--- src/rtl/core/hvd_pkg.sv ---
// ----------------------------------------------------------------------------
// hvd_pkg: shared constants and functions of the haversine distance core
// Field widths, fixed-point constants, CORDIC arctangent table, register codes.
// ----------------------------------------------------------------------------
package hvd_pkg;

    localparam int LAT_W      = 28;
    localparam int LON_W      = 29;
    localparam int RADIUS_W   = 24;
    localparam int DIST_W     = 26;
    localparam int CORDIC_W   = 34;
    localparam int UNIT_W     = 31;
    localparam int SQRT_STEPS = 31;
    localparam int SQ_VW      = 61;
    localparam int SQ_RW      = 62;
    localparam int ANG_W      = 32;

    localparam logic [UNIT_W-1:0]          ONE_Q30    = 31'h4000_0000;
    localparam logic signed [CORDIC_W-1:0] GAIN_INV   = 34'sd652032874;
    localparam logic [ANG_W-1:0]           PI_Q30     = 32'd3373259426;
    localparam logic [32:0]                DEG2RAD    = 33'd4797524517;
    localparam logic [RADIUS_W-1:0]        RADIUS_RST = 24'd6371000;

    localparam logic REG_RADIUS = 1'b0;

    function automatic logic signed [CORDIC_W-1:0] atan_q30(input int unsigned idx);
        logic signed [CORDIC_W-1:0] t;
        case (idx)
            0: t = 34'sd843314856;
            1: t = 34'sd497837829;
            2: t = 34'sd263043836;
            3: t = 34'sd133525158;
            4: t = 34'sd67021686;
            5: t = 34'sd33543515;
            6: t = 34'sd16775850;
            7: t = 34'sd8388437;
            8: t = 34'sd4194282;
            9: t = 34'sd2097149;
            default:
            begin
                if (idx <= 30)
                begin
                    t = (CORDIC_W'(1) << (30 - idx)) - CORDIC_W'(1);
                end
                else
                begin
                    t = '0;
                end
            end
        endcase
        return t;
    endfunction

endpackage

--- src/rtl/core/hvd_isqrt.sv ---
// ----------------------------------------------------------------------------
// hvd_isqrt: pipelined integer square root, one root bit per register stage
// Exact floor root of a value up to 2^60.
// ----------------------------------------------------------------------------
module hvd_isqrt (
    input  logic                              clk,
    input  logic                              en,
    input  logic [hvd_pkg::SQ_VW-1:0]         v_in,
    output logic [hvd_pkg::UNIT_W-1:0]        root
);
    import hvd_pkg::*;

    logic [SQ_VW-1:0] v_reg [SQRT_STEPS];
    logic [SQ_RW-1:0] r_reg [SQRT_STEPS];

    for (genvar s = 0; s < SQRT_STEPS; s++)
    begin : g_step
        localparam logic [SQ_RW-1:0] BIT = SQ_RW'(1) << (2 * (SQRT_STEPS - 1 - s));
        logic [SQ_VW-1:0] vp, v_next;
        logic [SQ_RW-1:0] rp, r_next, trial;

        if (s == 0)
        begin : g_first
            assign vp = v_in;
            assign rp = '0;
        end
        else
        begin : g_rest
            assign vp = v_reg[s-1];
            assign rp = r_reg[s-1];
        end

        assign trial = rp + BIT;

        always_comb
        begin
            if (SQ_RW'(vp) >= trial)
            begin
                v_next = vp - trial[SQ_VW-1:0];
                r_next = (rp >> 1) + BIT;
            end
            else
            begin
                v_next = vp;
                r_next = rp >> 1;
            end
        end

        always_ff @(posedge clk)
        begin
            if (en)
            begin
                v_reg[s] <= v_next;
                r_reg[s] <= r_next;
            end
        end
    end

    assign root = r_reg[SQRT_STEPS-1][UNIT_W-1:0];

endmodule

--- config.mk ---
export PLATFORM = sky130hd
export DESIGN_NAME = hvd_isqrt
export DESIGN_NICKNAME = d
export VERILOG_FILES = /design/src/rtl/core/hvd_pkg.sv /design/src/rtl/core/hvd_isqrt.sv
export SDC_FILE = /design/constraint.sdc
export NUM_CORES = 2
export LEC_CHECK = 0
export BUFFER_PORTS_ARGS = -buffer_cell sky130_fd_sc_hd__buf_2
export CAP_MARGIN = 25
export CORE_MARGIN = 2
export CORE_UTILIZATION = 55
export DETAILED_ROUTE_END_ITERATION = 12
export PLACE_DENSITY = 0.7
export SYNTH_ARGS = -nofsm -noshare
export SYNTH_HDL_FRONTEND = slang
export SYNTH_SLANG_ARGS = --single-unit
export TNS_END_PERCENT = 5
--- constraint.sdc ---
create_clock -name clk -period 6.6 [get_ports clk]
set_input_delay 0.66 -clock clk [delete_from_list [all_inputs] [get_ports clk]]
set_output_delay 0.66 -clock clk [all_outputs]
set_load 0.01 [all_outputs]
==> load_flow_metrics.sql <==
INSERT INTO impl_metrics (metric_group, metric, value, unit) VALUES
('run_status', 'status', 'completed', ''),
('critical_path', 'critPathKind', 'register to register', ''),
('grt', 'antenna_violations_before_repair', '16', ''),
('critical_path', 'ff2ff_setup_slack', '1.85', 'ns'),
('drt', 'dr_total_vias', '71405', ''),
('synthesis', 'synthDominantAreaCellType', 'sky130_fd_sc_hd__edfxtp_1', ''),
('cells_and_area', 'nNetsFinal', '9770', ''),
('critical_path', 'critical_path.n_buffers_inverters', '1', ''),
('critical_path', 'critPathTopFamily', 'simple AND/OR/NAND/NOR gates', ''),
('floorplan', 'die-height', '454.1', 'um'),
('synthesis', 'ys_types', '90', ''),
('pwr', 'p_sw_frac', '0.3010', ''),
('synthesis', 'netlist_top_cells_count', '2326 x sky130_fd_sc_hd__edfxtp_1, 636 x sky130_fd_sc_hd__inv_1, 628 x sky130_fd_sc_hd__nand2_1, 613 x sky130_fd_sc_hd__nor2_1, 549 x sky130_fd_sc_hd__a21oi_1', ''),
('cts', 'cts.path.max_buffers', '3', ''),
('grt', 'first_pass_grt_wire_length', '396100', 'um'),
('min_path', 'worst_hold_path_type', 'primary input to register', ''),
('synthesis', 'syn-mean-instance-area', '12.50', 'um^2'),
('timing', 'fin_tns_setup', '0', 'ns'),
('pwr', 'comb_power_share', '0.217', ''),
('placed_design', 'port-buffer-count', '93', ''),
('critical_path', 'critPathRequiredTime', '7.21', 'ns'),
('drt', 'first_pass_iters', '6', ''),
('synthesis', 'synth.top_cell.area_share', '0.6269', ''),
('critical_path', 'critical_path_depth', '10', ''),
('timing', 'timing.final.hold_violations', '0', ''),
('floorplan', 'floorplan.die.width', '454.1', 'um'),
('timing', 'post-route-worst-setup-slack', '1.853', 'ns'),
('synthesis', 'synth_top_flop_cell', 'sky130_fd_sc_hd__edfxtp_1', ''),
('placed_design', 'place_area', '115200', 'um^2'),
('pwr', 'vdd_drop_max', '0.2783', 'mV'),
('grt', 'grt_max_degree', '169', ''),
('synthesis', 'netlist_instances', '8915', ''),
('cells_and_area', 'area.growth.synth_to_final', '10.82', '%'),
('synthesis', 'synth_seq_cells', '2326', ''),
('synthesis', 'synthTopCellsByArea', 'sky130_fd_sc_hd__edfxtp_1 63%, sky130_fd_sc_hd__ha_1 5.9%, sky130_fd_sc_hd__xnor2_1 3.2%, sky130_fd_sc_hd__xor2_1 3.0%, sky130_fd_sc_hd__a21oi_1 2.5%', ''),
('grt', 'overflow', '0', ''),
('drt', 'totalWireLength', '259800', 'um'),
('timing', 'maxSlewViolCount', '0', ''),
('drt', 'ant_nets', '0', ''),
('min_path', 'hold_end', 'v_reg[1][114]', ''),
('cells_and_area', 'largest_reg_flops', '1830', ''),
('floorplan', 'die_area', '206200', 'um^2'),
('synthesis', 'synth-warning-count', '0', ''),
('pwr', 'net-switching-power', '12820', 'uW'),
('critical_path', 'timing.critical_path.to_type', 'register', ''),
('pwr', 'seqPwrFrac', '0.481', ''),
('placed_design', 'detailedPlace.worstSlack', '2.031', 'ns'),
('timing', 'slew-limit-headroom', '0.2732', ''),
('synthesis', 'synth_edf_count', '2326', ''),
('floorplan', 'io_pins', '94', ''),
('grt', 'first_global_vias', '68343', ''),
('pwr', 'p_int', '29770', 'uW'),
('critical_path', 'r2r_cells', '10', ''),
('cts', 'cts.htree.levels', '4', ''),
('timing', 'grt_setup_unrepaired', 'no', ''),
('cts', 'clock_tree_from_tritoncts', 'done', ''),
('timing', 'max_frequency', '210.6', 'MHz'),
('placed_design', 'place_hpwl', '192200', 'um'),
('critical_path', 'crit_path_max_incr_delay', '0.89', 'ns'),
('critical_path', 'crit_path_start_kind', 'register', ''),
('synthesis', 'syn_area', '111400', 'um^2'),
('floorplan', 'placeableCoreArea', '201700', 'um^2'),
('cts', 'holdBufCountCts', '61', ''),
('timing', 'worst_clock_skew', '0.08317', 'ns'),
('floorplan', 'initial_cell_density_of_the_core', '0.5524', ''),
('synthesis', 'synth_nets', '9502', ''),
('critical_path', 'worst_r2r_startpoint', 'v_reg[1][590]', ''),
('synthesis', 'yosysMostFrequentCell', 'sky130_fd_sc_hd__edfxtp_1', ''),
('min_path', 'worstHoldPathCells', '1', ''),
('cts', 'post-cts-setup-buffer-count', '0', ''),
('pwr', 'clock_power_share', '0.302', '');
## power groups by stage
| stage | Clock, uW | Sequential (uW) | Combinational (uW) |
|---|---|---|---|
| after floorplan | 0 | 20000 | 6790 |
| after global placement | 0 | 20800 | 8880 |
| after detailed placement | 0 | 20800 | 9000 |
| after CTS | 13100 | 20500 | 9110 |
| after global routing | 13700 | 20700 | 10200 |
| final | 12900 | 20500 | 9220 |
## per-stage QoR
step                      total power [uW]  cells  hold slack, ns
after floorplan                      26740   8915          0.4166
final                                42590  12060          0.2570
after global routing                 44650  12055          0.2159
after CTS                            42750  12046          0.1870
after global placement               29640  11544          0.4228
after detailed placement             29780  11549          0.4272
## routing by layer
metal | track usage | up-vias | wire [um]
li1 | - | 33935 | -
met1 | 0.3518 | 34943 | 114500
met2 | 0.4033 | 2203 | 123400
met3 | 0.04262 | 322 | 16950
met4 | 0.05923 | 2 | 4948
met5 | 0 | - | 13
## cell usage in the layout (no fill, tap or decap), types with 42 or more instances in the layout
cell type                       Yosys  routed
sky130_fd_sc_hd__o21ai_0          464     464
sky130_fd_sc_hd__o21a_1            94      94
sky130_fd_sc_hd__nor2b_1           84      83
sky130_fd_sc_hd__clkinv_1           0      58
sky130_fd_sc_hd__nand2b_1         102     102
sky130_fd_sc_hd__or3_1             97      97
sky130_fd_sc_hd__dlygate4sd3_1      0      61
sky130_fd_sc_hd__o31ai_1           58      58
sky130_fd_sc_hd__a21oi_1          549     549
sky130_fd_sc_hd__nor4_1           290     290
sky130_fd_sc_hd__buf_2              2      97
sky130_fd_sc_hd__inv_1            636     636
sky130_fd_sc_hd__nor3_1           219     219
sky130_fd_sc_hd__o211ai_1          42      42
sky130_fd_sc_hd__clkinv_2           0      53
sky130_fd_sc_hd__xor2_1           376     376
sky130_fd_sc_hd__edfxtp_1        2326    2326
sky130_fd_sc_hd__a211oi_1          52      52
sky130_fd_sc_hd__a21o_1           175     175
sky130_fd_sc_hd__xnor2_1          410     410
sky130_fd_sc_hd__nand3_1          129     129
sky130_fd_sc_hd__nand2_1          628     628
sky130_fd_sc_hd__clkbuf_16          0     236
sky130_fd_sc_hd__mux2_2            45      45
sky130_fd_sc_hd__nand4_1          135     135
sky130_fd_sc_hd__nor2_1           613     612
sky130_fd_sc_hd__nor4b_1           43      43
sky130_fd_sc_hd__or4_1             73      73
sky130_fd_sc_hd__or2_2             45      45
sky130_fd_sc_hd__ha_1             523     523
sky130_fd_sc_hd__a31oi_1           46      45
## final cells by class
type                       instances  area [um^2]
fill                           15449        78230
sequential                      2326        69850
multi-input combinational       5767        38560
clock buffer                     270         6033
tap                             2672         3343
inverter                         636         2387
timing repair buffer             216         1757
clock inverter                   166         1525
antenna                            7        17.52
## how the worst max path moves through the flow
| stage | startpoint | end | slack, ns |
|---|---|---|---|
| floorplan | v_reg[1][760] | v_reg[1][837] | 2.87 |
| global placement | v_reg[1][590] | v_reg[1][666] | 2.10 |
| detailed placement | v_reg[1][590] | v_reg[1][664] | 2.03 |
| CTS | v_reg[1][590] | v_reg[1][654] | 2.03 |
| global route | v_reg[1][590] | v_reg[1][664] | 1.60 |
| finish | v_reg[1][590] | v_reg[1][654] | 1.85 |
## kinds of logic after synthesis
logic type,Yosys count,share of synthesized area
adders and majority gates,524,0.05891
other,1,0.00003366
xor gates and xnor gates,786,0.06179
AOI/OAI and AO/OA,1728,0.09554
buffers and inverters,822,0.02778
muxes,58,0.005716
DFF,2326,0.6269
and+or+nand+nor,2670,0.1233
No activity file was read; power rests on OpenSTA's default activity.
